**src/hdl/tterm_pkg.sv**
```systemverilog
// Shared constants and types for the text terminal cursor engine.
// No dependencies.
package tterm_pkg;

  localparam int COLUMNS = 80;
  localparam int ROWS    = 24;

  localparam int COL_W  = 7;
  localparam int ROW_W  = 5;
  localparam int TAB_W  = 5;
  localparam int CHAR_W = 7;
  localparam int ESC_W  = 2;

  localparam logic [TAB_W-1:0] TAB_RESET = 5'd4;

  localparam logic [ESC_W-1:0] ESC_NORMAL = 2'd0;
  localparam logic [ESC_W-1:0] ESC_CSI    = 2'd1;
  localparam logic [ESC_W-1:0] ESC_START  = 2'd2;

  localparam logic [7:0] CH_NUL   = 8'h00;
  localparam logic [7:0] CH_BS    = 8'h08;
  localparam logic [7:0] CH_TAB   = 8'h09;
  localparam logic [7:0] CH_LF    = 8'h0A;
  localparam logic [7:0] CH_VT    = 8'h0B;
  localparam logic [7:0] CH_FF    = 8'h0C;
  localparam logic [7:0] CH_CR    = 8'h0D;
  localparam logic [7:0] CH_ESC   = 8'h1B;
  localparam logic [7:0] CH_DEL   = 8'h7F;
  localparam logic [7:0] CH_SPACE = 8'h20;
  localparam logic [7:0] CH_TILDE = 8'h7E;
  localparam logic [7:0] CH_QUEST = 8'h3F;
  localparam logic [7:0] CH_LBRK  = 8'h5B;
  localparam logic [7:0] CH_SEMI  = 8'h3B;
  localparam logic [7:0] CH_ZERO  = 8'h30;
  localparam logic [7:0] CH_NINE  = 8'h39;

  typedef struct packed {
    logic [COL_W-1:0] col;
    logic [ROW_W-1:0] row;
    logic [ESC_W-1:0] esc;
  } cursor_state_t;

  typedef struct packed {
    logic              write_enable;
    logic [COL_W-1:0]  write_col;
    logic [ROW_W-1:0]  write_row;
    logic [CHAR_W-1:0] write_char;
    logic              clear_screen;
    logic [COL_W-1:0]  cursor_col;
    logic [ROW_W-1:0]  cursor_row;
  } result_t;

endpackage

```
**src/hdl/tterm_step.sv**
```systemverilog
// Combinational handling of one byte: cursor motion, wrap, clear, escape tracking.
// Depends on tterm_pkg.
module tterm_step import tterm_pkg::*; (
  input  cursor_state_t    state,
  input  logic [7:0]       byte_in,
  input  logic [TAB_W-1:0] tab_width,
  output cursor_state_t    state_next,
  output result_t          result
);

  localparam logic [7:0] COLUMNS_X = 8'(COLUMNS);
  localparam logic [5:0] ROWS_X    = 6'(ROWS);

  logic [7:0] col;
  logic [5:0] row;
  logic       clr;
  logic       we;
  logic [CHAR_W-1:0] wch;
  logic [COL_W-1:0]  wcol;
  logic [ROW_W-1:0]  wrow;
  logic [ESC_W-1:0]  esc;
  logic       is_param;
  logic       printable;

  assign is_param  = (byte_in >= CH_ZERO && byte_in <= CH_NINE) ||
                     byte_in == CH_SEMI || byte_in == CH_QUEST;
  assign printable = byte_in >= CH_SPACE && byte_in <= CH_TILDE;

  always_comb begin
    col  = {1'b0, state.col};
    row  = {1'b0, state.row};
    esc  = state.esc;
    clr  = 1'b0;
    we   = 1'b0;
    wch  = '0;
    wcol = '0;
    wrow = '0;
    // out-of-range cursor on entry: clear and home first
    if (col >= COLUMNS_X || row >= ROWS_X) begin
      col = '0;
      row = '0;
      clr = 1'b1;
    end
    if (state.esc != ESC_NORMAL) begin
      if (state.esc == ESC_START && byte_in == CH_LBRK) begin
        esc = ESC_CSI;
      end else if (!is_param) begin
        esc = ESC_NORMAL;
      end
    end else if (byte_in != CH_NUL) begin
      unique case (byte_in)
        CH_LF, CH_VT, CH_FF: begin
          col = '0;
          row = row + 6'd1;
        end
        CH_BS, CH_DEL: begin
          we   = 1'b1;
          wch  = CH_SPACE[CHAR_W-1:0];
          wcol = col[COL_W-1:0];
          wrow = row[ROW_W-1:0];
          if (col != '0) begin
            col = col - 8'd1;
          end
        end
        CH_CR: begin
          col = '0;
        end
        CH_TAB: begin
          col = col + {3'b0, tab_width};
        end
        CH_ESC: begin
          esc = ESC_START;
        end
        default: begin
          we   = 1'b1;
          wch  = printable ? byte_in[CHAR_W-1:0] : CH_QUEST[CHAR_W-1:0];
          wcol = col[COL_W-1:0];
          wrow = row[ROW_W-1:0];
          col  = col + 8'd1;
        end
      endcase
      if (col >= COLUMNS_X) begin
        col = '0;
        row = row + 6'd1;
      end
      if (row >= ROWS_X) begin
        col = '0;
        row = '0;
        clr = 1'b1;
      end
    end
  end

  assign state_next.col = col[COL_W-1:0];
  assign state_next.row = row[ROW_W-1:0];
  assign state_next.esc = esc;

  assign result.write_enable = we;
  assign result.write_col    = wcol;
  assign result.write_row    = wrow;
  assign result.write_char   = wch;
  assign result.clear_screen = clr;
  assign result.cursor_col   = col[COL_W-1:0];
  assign result.cursor_row   = row[ROW_W-1:0];

endmodule

```
**src/hdl/text_terminal_cursor_engine_unit.sv**
```systemverilog
// Text terminal cursor engine: one byte in, one cell write and cursor result out.
// A byte is taken into a hold register; its result is then registered in the result register.
// Throughput: one item per cycle while out_stall is low; cursor and escape state update as an item enters the
// result register, so the next byte sees it at once.
// Reset (synchronous): cursor at 0,0, normal text mode, tab width 4, pipeline empty.
// Depends on tterm_pkg and tterm_step.
module text_terminal_cursor_engine_unit import tterm_pkg::*; (
  input  logic              clk,
  input  logic              rst,
  input  logic              in_valid,
  output logic              in_stall,
  input  logic [7:0]        byte_in,
  output logic              out_valid,
  input  logic              out_stall,
  output logic              write_enable,
  output logic [COL_W-1:0]  write_col,
  output logic [ROW_W-1:0]  write_row,
  output logic [CHAR_W-1:0] write_char,
  output logic              clear_screen,
  output logic [COL_W-1:0]  cursor_col_out,
  output logic [ROW_W-1:0]  cursor_row_out,
  input  logic              cfg_valid,
  output logic              cfg_ready,
  input  logic [TAB_W-1:0]  cfg_data
);

  logic             hold_valid;
  logic [7:0]       hold_byte;
  logic [TAB_W-1:0] tab_width;
  cursor_state_t    state;
  cursor_state_t    state_next;
  result_t          result;
  logic             out_free;
  logic             advance;
  logic             in_accept;

  assign out_free  = !out_valid || !out_stall;
  assign advance   = hold_valid && out_free;
  assign in_stall  = hold_valid && !out_free;
  assign in_accept = in_valid && !in_stall;
  assign cfg_ready = 1'b1;

  tterm_step u_step (
    .state      (state),
    .byte_in    (hold_byte),
    .tab_width  (tab_width),
    .state_next (state_next),
    .result     (result)
  );

  always_ff @(posedge clk) begin
    if (rst) begin
      hold_valid <= 1'b0;
      out_valid  <= 1'b0;
      tab_width  <= TAB_RESET;
      state      <= '{col: '0, row: '0, esc: ESC_NORMAL};
    end else begin
      if (in_accept) begin
        hold_valid <= 1'b1;
      end else if (advance) begin
        hold_valid <= 1'b0;
      end
      if (advance) begin
        out_valid <= 1'b1;
        state     <= state_next;
      end else if (out_valid && !out_stall) begin
        out_valid <= 1'b0;
      end
      if (cfg_valid && cfg_ready) begin
        tab_width <= cfg_data;
      end
    end
  end

  always_ff @(posedge clk) begin
    if (in_accept) begin
      hold_byte <= byte_in;
    end
    if (advance) begin
      write_enable   <= result.write_enable;
      write_col      <= result.write_col;
      write_row      <= result.write_row;
      write_char     <= result.write_char;
      clear_screen   <= result.clear_screen;
      cursor_col_out <= result.cursor_col;
      cursor_row_out <= result.cursor_row;
    end
  end

endmodule

```
**config.mk**
```make
export PLATFORM = sky130hd
export DESIGN_NAME = text_terminal_cursor_engine_unit
export DESIGN_NICKNAME = d
export VERILOG_FILES = /design/src/hdl/tterm_pkg.sv /design/src/hdl/tterm_step.sv /design/src/hdl/text_terminal_cursor_engine_unit.sv
export SDC_FILE = /design/constraint.sdc
export NUM_CORES = 1
export LEC_CHECK = 0
export BUFFER_PORTS_ARGS = -buffer_cell sky130_fd_sc_hd__buf_2
export CORE_MARGIN = 2
export CORE_UTILIZATION = 45
export CTS_BUF_LIST = sky130_fd_sc_hd__clkbuf_2 sky130_fd_sc_hd__clkbuf_4 sky130_fd_sc_hd__clkbuf_8
export CTS_CLUSTER_DIAMETER = 30
export DETAILED_ROUTE_END_ITERATION = 7
export GPL_TIMING_DRIVEN = 0
export PLACE_DENSITY = 0.65
export SLEW_MARGIN = 5
export SYNTH_ARGS = -nofsm -noshare
export SYNTH_HDL_FRONTEND = slang
export SYNTH_SLANG_ARGS = --single-unit
```
**constraint.sdc**
```tcl
create_clock -name clk -period 5.4 [get_ports clk]
set_clock_uncertainty 0.05 [all_clocks]
set_input_delay 0 -clock clk [delete_from_list [all_inputs] [get_ports clk]]
set_output_delay 0 -clock clk [all_outputs]
set_load 0.01 [all_outputs]
```
==> results by group, run 1 <==
Floorplan
  • Initial cell density of the core: a little under half
  • Die Span X: 94.74 um
  • Die Span Y: ~95 um
  • DIE AREA: around 9000 sq um
  • Row cnt: 33
  • Boundary Pins: 54
  • Placeable core region: roughly 8100 sq um

Placement
  • Placement Cell Area: approximately 4100 sq um
  • Estimated wirelength of the detail-placed design: ~6900 um
  • Port Buffers: a little over 50
  • RD Place Congestion: roughly 0.93

Critical path
  • End of the worst register-to-register path: cursor_row_out[1]$_DFFE_PP_
  • R2R Path Start: state[12]$_SDFFE_PP0P_
  • Start point of the critical path: state[12]$_SDFFE_PP0P_
  • Crit path max fanout: 10
  • Kind of start point of the critical path: register
  • Type of element capturing the critical path: register
  • Classification of the worst setup path: register to register
  • Length in cells of the worst reg-to-reg path: 17
  • CP required: between 5 and 6 ns
  • FF-to-FF setup slack: just under 0.8 ns
  • Capture point of the critical path: cursor_row_out[1]$_DFFE_PP_
  • Data arrival time of the critical path: ~4.7 ns

Clock tree
  • Cell chosen for the clock root: sky130_fd_sc_hd__clkbuf_8
  • Clock transition at the registers of the reported paths: 0.08 ns
  • Clock sinks: between 60 and 70
  • Maximum clock insertion buffer count: 2
  • Number of H-tree levels: 3
  • CTS tree: built
  • Postcts setup bufs: 0
  • Clock latency on the worst-skew pair: 0.35 ns
  • CTS buffer count: 9

Final layout
  • Final antenna diode count: 0
  • Share of cells above drive strength 1: between 10% and 20%
  • Final Core Density: 54.99%
  • Area Overhead vs Synth: 20.13%
  • Most common cell after layout, fill and taps aside: sky130_fd_sc_hd__buf_2
  • Fillcell total: a little under 800
  • Highest-count cells in the layout ignoring fill and taps: sky130_fd_sc_hd__buf_2 (55), sky130_fd_sc_hd__nor2_1 (49), sky130_fd_sc_hd__edfxtp_1 (41), sky130_fd_sc_hd__nand2_1 (32), sky130_fd_sc_hd__dfxtp_1 (21)
  • Cell area after layout: roughly 4500 sq um
  • Final Net Count: roughly 490

Power
  • Total leakage power: between 1.5 and 2 nW
  • Worst IR Drop VDD: about 110 uV
  • Total power divided by cell area: 249.9 nW/um^2
  • Power after layout: between 1 and 1.5 mW

Synth
  • Avg Synthesized Cell Area: around 9.7 sq um
  • Total standard cell area after synthesis: 3705 sq um
  • Post-synthesis sequential area ratio: 44.58%
  • Predominant post-synthesis flop cell: sky130_fd_sc_hd__edfxtp_1
  • Flops & latches, synth: 62
  • EDFF count, synth: between 40 and 50
  • Syn Inst Count: 383
  • Distinct cell type count of the synthesized netlist: 80
  • Syn nets: ~400
  • Number of warnings issued by yosys: 0
  • Asr flop ratio synth: 0%

Global routing
  • Wire length of the first global-routing pass: between 15000 and 20000 um
  • Antenna violations before repair: 0
  • Leftover overflow at the end of global routing: 0
  • Largest net degree at the start of global routing: between 40 and 50
  • GRT Resource Usage Total: 22.48%
  • Number of global-route vias before repair: roughly 3000

Routing
  • TritonRoute pass-1 iters: 4
  • WL per Instance: 16.44 um
  • Vias after detailed routing: about 3200
  • Routed wire length: around 9400 um
  • Number of DRC violations after detailed routing: 0
  • Per-cell via count in the routed design: between 5 and 6
  • DRC marker count from the first detailed-route iteration: around 270
  • Post-route ant nets: 0

Timing
  • Setup repair after global routing missed its margin: false
  • Setup total negative slack: 0 ns
  • Final-report max-slew violation count: 0
  • Least-Margin Pin Slew: approximately 0.86 ns
  • Achievable Freq: roughly 0.22 GHz
  • Final Setup Violations: 0
  • Time the final worst path needs with I/O delays and setup: between 4 and 5 ns
  • Worst hold margin: approximately 0.034 ns
  • Final Hold Vio Count: 0
  • Final critical-path share of the clock period: between 80% and 90%
  • Worst max-slew margin expressed relative to the limit: 42.92%

Status
  • Result of the run: finished, final reports clean

Flow run
  • Max-cap violation count: 0

Min path
  • Hold Path Class: input port to register
==> cells by family (layout without fill, tap and decap cells) <==
family	after synthesis	count (layout)	synth area share (%)
AOI/OAI and AO/OA	107	107	21.92
and+or+nand+nor	156	156	21.92
DFF	62	62	44.58
muxes	6	6	1.621
adders and majority gates	8	8	2.904
xor gates and xnor gates	11	11	2.803
other	1	1	0.1012
buffers and inverters	32	115	4.154
==> Yosys cell counts, types with 3 or more instances <==
cell type | n | share of area [%]
sky130_fd_sc_hd__clkbuf_1 | 10 | 1.0
sky130_fd_sc_hd__a211o_1 | 3 | 0.71
sky130_fd_sc_hd__ha_1 | 7 | 2.4
sky130_fd_sc_hd__and3_1 | 6 | 1.0
sky130_fd_sc_hd__o21a_1 | 9 | 1.8
sky130_fd_sc_hd__nand2b_1 | 3 | 0.51
sky130_fd_sc_hd__a31o_2 | 3 | 0.71
sky130_fd_sc_hd__mux2i_1 | 6 | 1.6
sky130_fd_sc_hd__nand3_1 | 8 | 1.1
sky130_fd_sc_hd__nor3b_1 | 3 | 0.61
sky130_fd_sc_hd__xor2_1 | 3 | 0.71
sky130_fd_sc_hd__a311oi_1 | 4 | 0.95
sky130_fd_sc_hd__buf_6 | 3 | 0.91
sky130_fd_sc_hd__xnor2_1 | 7 | 1.7
sky130_fd_sc_hd__buf_2 | 3 | 0.41
sky130_fd_sc_hd__a221o_1 | 3 | 0.81
sky130_fd_sc_hd__nor3_1 | 12 | 1.6
sky130_fd_sc_hd__o21ai_0 | 18 | 2.4
sky130_fd_sc_hd__o21ai_1 | 5 | 0.68
sky130_fd_sc_hd__dfxtp_1 | 21 | 11
sky130_fd_sc_hd__inv_1 | 12 | 1.2
sky130_fd_sc_hd__nand4_1 | 7 | 1.2
sky130_fd_sc_hd__a21o_1 | 6 | 1.2
sky130_fd_sc_hd__a21oi_1 | 11 | 1.5
sky130_fd_sc_hd__nor2b_1 | 7 | 1.2
sky130_fd_sc_hd__o211ai_1 | 4 | 0.81
sky130_fd_sc_hd__nor2_1 | 49 | 5.0
sky130_fd_sc_hd__nand2_1 | 32 | 3.2
sky130_fd_sc_hd__and2_1 | 8 | 1.4
sky130_fd_sc_hd__a211oi_1 | 5 | 1.0
sky130_fd_sc_hd__or3_1 | 3 | 0.51
sky130_fd_sc_hd__edfxtp_1 | 41 | 33
sky130_fd_sc_hd__a31oi_1 | 6 | 1.0
==> report_power, final <==
group	total (mW)	internal, mW	switching [mW]
clock network	0.413	0.213	0.200
logic	0.150	0.0630	0.0875
registers	0.548	0.532	0.0166
==> routing by layer <==
layer  global-route usage, %  vias to the layer above  part of all wire (%)
li1                        -                     1593                     -
met1                   31.53                     1541                    48
met2                   35.28                      100                    46
met3                   3.512                       15                   4.2
met4                   7.971                        0                   1.5
met5                       0                        -                     0
==> critical path: stages, from the launching register on <==
cell and delay [ns]:
sky130_fd_sc_hd__dfxtp_1 0.30, sky130_fd_sc_hd__buf_2 0.17, sky130_fd_sc_hd__o21ai_1 0.31, sky130_fd_sc_hd__and2_1 0.18, sky130_fd_sc_hd__clkbuf_1 0.26, sky130_fd_sc_hd__buf_6 0.20
sky130_fd_sc_hd__nand2_1 0.18, sky130_fd_sc_hd__inv_1 0.16, sky130_fd_sc_hd__ha_1 0.24, sky130_fd_sc_hd__a21o_1 0.17, sky130_fd_sc_hd__a21oi_1 0.33, sky130_fd_sc_hd__o21ai_1 0.16
sky130_fd_sc_hd__a221oi_4 0.40, sky130_fd_sc_hd__xnor2_1 0.15, sky130_fd_sc_hd__o311a_4 0.39, sky130_fd_sc_hd__nor2_4 0.25, sky130_fd_sc_hd__and4b_1 0.25, sky130_fd_sc_hd__a211o_1 0.22
==> final cells by class <==
| type | instances | area (sq um) | area share [%] |
|---|---|---|---|
| Timing Repair Buffer | 67 | 415.4 | 9.334 |
| Sequential cell | 62 | 1652 | 37.11 |
| Buffer | 19 | 106.4 | 2.390 |
| Tap cell | 105 | 131.4 | 2.952 |
| Clock inverter | 7 | 73.82 | 1.659 |
| Multi-Input combinational cell | 289 | 1899 | 42.68 |
| Inverter | 13 | 48.80 | 1.096 |
| Clock buffer | 9 | 123.9 | 2.783 |
==> worst min path at each step <==
stage	from	end	slack (ns)	cells past startpoint
6_report	cfg_valid	tab_width[1]$_SDFFE_PP0P_	0.03	3
5_1_grt	cfg_valid	tab_width[1]$_SDFFE_PP0P_	0.08	3
4_1_cts	cfg_valid	tab_width[1]$_SDFFE_PP0P_	0.04	3
3_5_place_dp	byte_in[6]	hold_byte[6]$_DFFE_PP_	0.13	1
3_3_place_gp	byte_in[2]	hold_byte[2]$_DFFE_PP_	0.13	1
2_1_floorplan	byte_in[0]	hold_byte[0]$_DFFE_PP_	0.05	0
==> state kept, by name (all words and copies together) (netlist names) <==
register        flops
hold_byte           8
cursor_col_out      7
hold_valid          1
write_row           5
clear_screen        1
tab_width           5
write_enable        1
out_valid           1
write_char          7
cursor_row_out      5
state              14
write_col           7
==> metrics by stage <==
stage | cells | setup WS, ns
floorplan | 383 | 1.338
global placement | 539 | 0.7807
detailed placement | 539 | 0.8241
CTS | 571 | 0.8066
global route | 571 | 0.4627
finish | 571 | 0.7733
==> what timing repair did <==
item,4_1_cts,5_1_grt
gates resized for setup,0,0
hold buffers,16,0
endpoints found under the hold margin,18,0
(Power assumes the default switching activity.)
==> run 2: changes to the inputs <==
Clock period 5.4 ns to 4.68 ns, I/O delays scaled along.
==> results by group, run 2 (synthesized netlist as in run 1, its figures left out) <==
Clock tree
  • Clock sinks: 62 (unchanged)
  • Postcts setup bufs: 0 (unchanged)
  • Maximum clock insertion buffer count: 2 (unchanged)
  • Clock latency on the worst-skew pair: 0.35 ns (about the same)
  • Clock transition at the registers of the reported paths: 0.08 ns (about the same)
  • CTS buffer count: 9 (unchanged)
  • Number of H-tree levels: 3 (unchanged)
  • CTS tree: built
  • Cell chosen for the clock root: sky130_fd_sc_hd__clkbuf_8

Power
  • Part of the total power dissipated in sequential elements: 49.3% (about the same)
  • Part of the total power dissipated in the clock network: 37.2% (about the same)
  • Total power divided by cell area: 287.8 nW/um^2 (+15%)
  • Switching power summed over all nets: 0.3519 mW (+16%)
  • Cell internal power dissipation: 0.9326 mW (+15%)
  • Power after layout: 1.285 mW (+16%)
  • Switching Fraction: 27.39% (+0.072 points)
  • Worst IR Drop VDD: 126.1 uV (+15%)
  • Share of power burned in combinational logic: 13.6% (about the same)
  • Total leakage power: 1.774 nW (about the same)

Min path
  • Worst hold start: cfg_valid
  • Hold Path Class: input port to register

Critical path
  • Kind of start point of the critical path: register
  • Length in cells of the worst reg-to-reg path: 15 (-2)
  • FF-to-FF setup slack: 0.21 ns (-0.56 ns)
  • Capture point of the critical path: cursor_row_out[0]$_DFFE_PP_
  • CP required: 4.71 ns (-0.75 ns)
  • Delay contributed by the slowest stage of the critical path: 0.53 ns (+0.13 ns)
  • Data arrival time of the critical path: 4.50 ns (-0.18 ns)
  • End of the worst register-to-register path: cursor_row_out[0]$_DFFE_PP_
  • Type of element capturing the critical path: register
  • Start point of the critical path: hold_byte[4]$_DFFE_PP_
  • Critical Path Slowest Stage Cell: sky130_fd_sc_hd__edfxtp_1
  • Classification of the worst setup path: register to register
  • Crit path max fanout: 10 (unchanged)
  • R2R Path Start: hold_byte[4]$_DFFE_PP_
  • Cell-by-cell trace of the critical path: nor4_4, and3_1, buf_6, nand2b_1, ha_1, fa_1, a21o_1, a21oi_1, mux2i_1, or3b_4, xnor2_2, o311a_4, or3_1, o211ai_1, a22oi_1

Routing
  • Vias after detailed routing: 3249 (unchanged)
  • WL per Instance: 16.50 um (+0.40%)
  • DRC marker count from the first detailed-route iteration: 237 (-12%)
  • Routed wire length: 9407 um (+0.22%)
  • Number of DRC violations after detailed routing: 0 (unchanged)
  • Post-route ant nets: 0 (unchanged)
  • TritonRoute pass-1 iters: 4 (unchanged)
  • Per-cell via count in the routed design: 5.700 (+0.18%)

Placement
  • Port Buffers: 51 (unchanged)
  • Estimated wirelength of the detail-placed design: 6915 um (unchanged)
  • Placed insts: 539 (unchanged)
  • Placement Cell Area: 4093 sq um (unchanged)
  • RD Place Congestion: 0.9326 (unchanged)

Global routing
  • Wire length of the first global-routing pass: 15210 um (unchanged)
  • GRT Resource Usage Total: 22.48% (unchanged)
  • Antenna violations before repair: 0 (unchanged)
  • Leftover overflow at the end of global routing: 0 (unchanged)
  • Number of global-route vias before repair: 2978 (unchanged)
  • Largest net degree at the start of global routing: 43 (unchanged)

Timing
  • Worst max-slew margin expressed relative to the limit: 43.14% (+0.22 points)
  • Final-report max-slew violation count: 0 (unchanged)
  • Final Setup Violations: 0 (unchanged)
  • Achievable Freq: 0.2237 GHz (+3.5%)
  • Least-Margin Pin Slew: 0.8529 ns (-0.003317 ns)
  • Final critical-path share of the clock period: 95.53% (+9.9 points)
  • Worst hold margin: 0.03104 ns (-0.002708 ns)
  • Setup total negative slack: 0 ns (unchanged)
  • Final Hold Vio Count: 0 (unchanged)
  • Time the final worst path needs with I/O delays and setup: 4.471 ns (-0.1558 ns)
  • Setup repair after global routing missed its margin: false

Flow run
  • Max-cap violation count: 0 (unchanged)

Floorplan
  • Boundary Pins: 54 (unchanged)
  • Row cnt: 33 (unchanged)
  • DIE AREA: 8975 sq um (unchanged)
  • Initial cell density of the core: 45.78% (unchanged)
  • Placeable core region: 8093 sq um (unchanged)
  • Die Span Y: 94.74 um (unchanged)
  • Die Span X: 94.74 um (unchanged)

Final layout
  • Most flop-heavy register: state
  • Fillcell total: 780 (-0.13%)
  • Most common cell after layout, fill and taps aside: sky130_fd_sc_hd__buf_2
  • Count of non-filler cells in the finished layout: 570 (-0.18%)
  • Share of cells above drive strength 1: 21.08% (+1.1 points)
  • Final Net Count: 486 (-0.21%)
  • Highest-count cells in the layout ignoring fill and taps: sky130_fd_sc_hd__buf_2 (55), sky130_fd_sc_hd__nor2_1 (49), sky130_fd_sc_hd__edfxtp_1 (41), sky130_fd_sc_hd__nand2_1 (31), sky130_fd_sc_hd__dfxtp_1 (20)
  • Largest registers ranked by flip-flop count: state (14), hold_byte (8)
  • Final antenna diode count: 0 (unchanged)
  • Cell area after layout: 4463 sq um (+0.28%)
  • Area Overhead vs Synth: 20.47%
  • Number of flip-flops under the largest register name: 14 (unchanged)

Status
  • Result of the run: finished, final reports clean
==> run 2: final cells by class <==
| cell class | count | area [sq um] | share of cell area, % |
|---|---|---|---|
| clock buffers | 9 | 123.9 | 2.775 |
| clock inverters | 7 | 73.82 | 1.654 |
| flip-flops and latches | 62 | 1653 | 37.03 |
| plain buffers | 18 | 102.6 | 2.299 |
| multi-input cells | 289 | 1914 | 42.89 |
| inverters | 13 | 48.80 | 1.093 |
| repair buffers | 67 | 415.4 | 9.308 |
| well taps | 105 | 131.4 | 2.944 |
==> run 2: critical path: cells and delay by family (launching register included) <==
| family | cells | cell delay [ns] |
|---|---|---|
| muxes | 1 | 0.11 |
| and+or+nand+nor | 5 | 1.52 |
| adders and majority gates | 2 | 0.61 |
| DFF | 1 | 0.53 |
| xor gates and xnor gates | 1 | 0.19 |
| AOI/OAI and AO/OA | 5 | 1.05 |
| buffers and inverters | 1 | 0.15 |
==> run 2: timing repair <==
action | in CTS | in global routing
hold endpoints to repair | 18 | 0
endpoints found under the setup margin | 0 | 23
gates resized for setup | 0 | 5
hold buffers | 16 | 0
==> run 2: how the worst min path moves through the flow <==
stage               slack, ns                   endpoint  cells after the start
floorplan                0.05     hold_byte[0]$_DFFE_PP_                      0
global placement         0.13     hold_byte[2]$_DFFE_PP_                      1
CTS                      0.04  tab_width[1]$_SDFFE_PP0P_                      3
finish                   0.03  tab_width[1]$_SDFFE_PP0P_                      3
global route             0.08  tab_width[1]$_SDFFE_PP0P_                      3
detailed placement       0.13     hold_byte[6]$_DFFE_PP_                      1
==> run 2: per-stage QoR <==
stage	utilization, %	setup WS, ns
final	55.15	0.2092
after global routing	55.15	0.05352
after CTS	54.99	0.08657
after detailed placement	50.57	0.1041
after global placement	50.56	0.06067
after floorplan	-	0.6183
==> run 2: per-layer routing <==
layer / routed length, um / share of wire [%] / global-route usage (%) / vias to the layer above
met1: 4489 / 48 / 31.53 / 1552
met5: 0 / 0 / 0 / -
met4: 126 / 1.3 / 7.971 / 0
met2: 4366 / 46 / 35.28 / 93
met3: 424 / 4.5 / 3.512 / 11
li1: - / - / - / 1593
==> run 2: power groups by stage <==
stage          sequential [mW]  combinational, mW  clock, mW
4_1_cts                  0.633              0.173      0.486
3_5_place_dp             0.645              0.162          0
3_3_place_gp             0.645              0.161          0
6_report                 0.633              0.174      0.477
5_1_grt                  0.636              0.194      0.509
2_1_floorplan            0.649              0.106          0
==> run 3: changes to the inputs <==
Settings changed: CORE_MARGIN 2 to not set, GPL_ROUTABILITY_DRIVEN set to 1, HOLD_SLACK_MARGIN set to 0.06.
==> results by group, run 3 (synthesized netlist as in run 1, its figures left out) <==
Timing
  • Final Hold Vio Count: 0 (unchanged)
  • Time the final worst path needs with I/O delays and setup: 4.477 ns (+0.006348 ns)
  • Worst max-slew margin expressed relative to the limit: 40.74% (-2.4 points)
  • Final-report max-slew violation count: 0 (unchanged)
  • Least-Margin Pin Slew: 0.8889 ns (+0.03594 ns)
  • Setup total negative slack: 0 ns (unchanged)
  • Final Setup Violations: 0 (unchanged)
  • Worst hold margin: 0.3226 ns (+0.2916 ns)
  • Final critical-path share of the clock period: 95.67% (+0.14 points)
  • Setup repair after global routing missed its margin: false
  • Achievable Freq: 0.2234 GHz (-0.14%)
  • Min setup slack post-route: 0.2028 ns (-0.006348 ns)

Final layout
  • Final Net Count: 492 (+1.2%)
  • Count of non-filler cells in the finished layout: 573 (+0.53%)
  • Highest-count cells in the layout ignoring fill and taps: sky130_fd_sc_hd__buf_2 (55), sky130_fd_sc_hd__nor2_1 (49), sky130_fd_sc_hd__edfxtp_1 (41), sky130_fd_sc_hd__nand2_1 (31), sky130_fd_sc_hd__dlygate4sd3_1 (22)
  • Fillcell total: 720 (-7.7%)
  • Largest registers ranked by flip-flop count: state (14), hold_byte (8)
  • Most common cell after layout, fill and taps aside: sky130_fd_sc_hd__buf_2
  • Final Core Density: 57.78% (+2.6 points)
  • Most flop-heavy register: state
  • Number of flip-flops under the largest register name: 14 (unchanged)
  • Area Overhead vs Synth: 22.39%
  • Share of cells above drive strength 1: 20.81% (-0.27 points)
  • Final antenna diode count: 0 (unchanged)

Critical path
  • CP required: 4.72 ns (about the same)
  • Crit path max fanout: 10 (unchanged)
  • Data arrival time of the critical path: 4.52 ns (+0.02 ns)
  • FF-to-FF setup slack: 0.20 ns (about the same)
  • Type of element capturing the critical path: register
  • Classification of the worst setup path: register to register
  • Kind of start point of the critical path: register

Floorplan
  • DIE AREA: 8600 sq um (-4.2%)
  • Die Span Y: 92.74 um (-2.1%)
  • Die Span X: 92.74 um (-2.1%)
  • Initial cell density of the core: 47.21% (+1.4 points)
  • Boundary Pins: 54 (unchanged)
  • Placeable core region: 7848 sq um (-3.0%)
  • Row cnt: 32 (-3.0%)

Min path
  • Hold Path Class: input port to register

Routing
  • Number of DRC violations after detailed routing: 0 (unchanged)
  • TritonRoute pass-1 iters: 5 (+1)
  • Post-route ant nets: 0 (unchanged)
  • Vias after detailed routing: 3402 (+4.7%)
  • Per-cell via count in the routed design: 5.937 (+4.2%)
  • Routed wire length: 9837 um (+4.6%)
  • DRC marker count from the first detailed-route iteration: 243 (+2.5%)
  • WL per Instance: 17.17 um (+4.0%)

Clock tree
  • Clock latency on the worst-skew pair: 0.34 ns (about the same)
  • CTS buffer count: 9 (unchanged)
  • Number of H-tree levels: 3 (unchanged)
  • CTS tree: built
  • Clock transition at the registers of the reported paths: 0.07 ns (about the same)
  • Clock sinks: 62 (unchanged)
  • Maximum clock insertion buffer count: 2 (unchanged)
  • Cell chosen for the clock root: sky130_fd_sc_hd__clkbuf_8

Power
  • Total power divided by cell area: 293.2 nW/um^2 (+1.9%)
  • Total leakage power: 1.816 nW (+2.4%)
  • Worst IR Drop VDD: 196.7 uV (+56%)

Placement
  • RD Place Congestion: 0.9170 (-1.7%)
  • Pre-CTS setup slack: 0.03478 ns (-0.06929 ns)
  • Estimated wirelength of the detail-placed design: 6777 um (-2.0%)
  • Placed insts: 536 (-0.56%)
  • Port Buffers: 51 (unchanged)

Global routing
  • Wire length of the first global-routing pass: 15970 um (+5.0%)
  • Largest net degree at the start of global routing: 43 (unchanged)
  • Number of global-route vias before repair: 3225 (+8.3%)
  • Leftover overflow at the end of global routing: 0 (unchanged)
  • GRT Resource Usage Total: 24.30% (+1.8 points)
  • Antenna violations before repair: 0 (unchanged)

Flow run
  • Max-cap violation count: 0 (unchanged)

Status
  • Result of the run: finished, final reports clean
==> run 3: changes by cell type in the layout (fill, tap and decap cells not counted), sizes merged <==
cell	before	now
clkinvlp	3	0
clkinv	2	3
dlygate4sd3	16	22
bufinv	1	2
inv	14	13
clkbuf	18	20
==> run 3: per-layer routing <==
| layer | share of wire [%] | wire (um) | GRT usage (%) |
|---|---|---|---|
| met4 | 3.0 | 300 | 11.54 |
| met1 | 43 | 4224 | 31.49 |
| met2 | 48 | 4709 | 39.63 |
| met5 | 0 | 0 | 0 |
| met3 | 6.1 | 602 | 3.859 |
==> run 3: path summary, 6_finish.rpt <==
check,from,endpoint,cells after the start
min reg2reg,state[1]$_SDFFE_PP0P_,state[1]$_SDFFE_PP0P_,2
max reg2reg,hold_byte[4]$_DFFE_PP_,cursor_row_out[1]$_DFFE_PP_,15
max,hold_byte[4]$_DFFE_PP_,cursor_row_out[1]$_DFFE_PP_,15
min,byte_in[4],hold_byte[4]$_DFFE_PP_,2
==> run 3: critical path, stage by stage, from the launching register on <==
cell	delay (ns)
sky130_fd_sc_hd__edfxtp_1	0.52
sky130_fd_sc_hd__nor4_4	0.41
sky130_fd_sc_hd__and3_1	0.24
sky130_fd_sc_hd__buf_6	0.15
sky130_fd_sc_hd__nand2b_1	0.07
sky130_fd_sc_hd__ha_1	0.21
sky130_fd_sc_hd__fa_1	0.40
sky130_fd_sc_hd__a21o_1	0.20
sky130_fd_sc_hd__a21oi_1	0.21
sky130_fd_sc_hd__mux2i_1	0.12
sky130_fd_sc_hd__or3b_4	0.39
sky130_fd_sc_hd__xnor2_2	0.18
sky130_fd_sc_hd__o311a_4	0.34
sky130_fd_sc_hd__nor2_4	0.24
sky130_fd_sc_hd__and4b_1	0.25
sky130_fd_sc_hd__a211o_1	0.23
==> run 3: cell type report <==
class,instances,area [sq um],area share [%]
well taps,102,127.6,2.815
clock inverters,5,73.82,1.628
plain buffers,18,102.6,2.263
multi-input cells,289,1914,42.22
inverters,13,48.80,1.076
clock buffers,11,138.9,3.063
flip-flops and latches,62,1653,36.45
repair buffers,73,475.5,10.49
==> run 3: where the power goes <==
part | total (mW) | internal, mW | leakage, nW | switching [mW]
Clock | 0.513 | 0.308 | 0.112 | 0.205
Sequential | 0.633 | 0.614 | 0.558 | 0.0194
Combinational | 0.182 | 0.0777 | 1.15 | 0.105
Total | 1.33 | 1.00 | 1.82 | 0.329
==> run 3: through the flow <==
| stage | cell area, sq um | power (mW) |
|---|---|---|
| finish | 4534 | 1.329 |
| global route | 4534 | 1.384 |
| CTS | 4526 | 1.335 |
| detailed placement | 4089 | 0.8078 |
| global placement | 4088 | 0.8053 |
| floorplan | 3705 | 0.7549 |
==> run 3: repair_timing <==
item | CTS | global route
gates resized for setup | 1 | 4
setup buffers | 0 | 0
endpoints found under the hold margin | 18 | 0
setup endpoints to repair | 1 | 22
hold buffers | 22 | 0
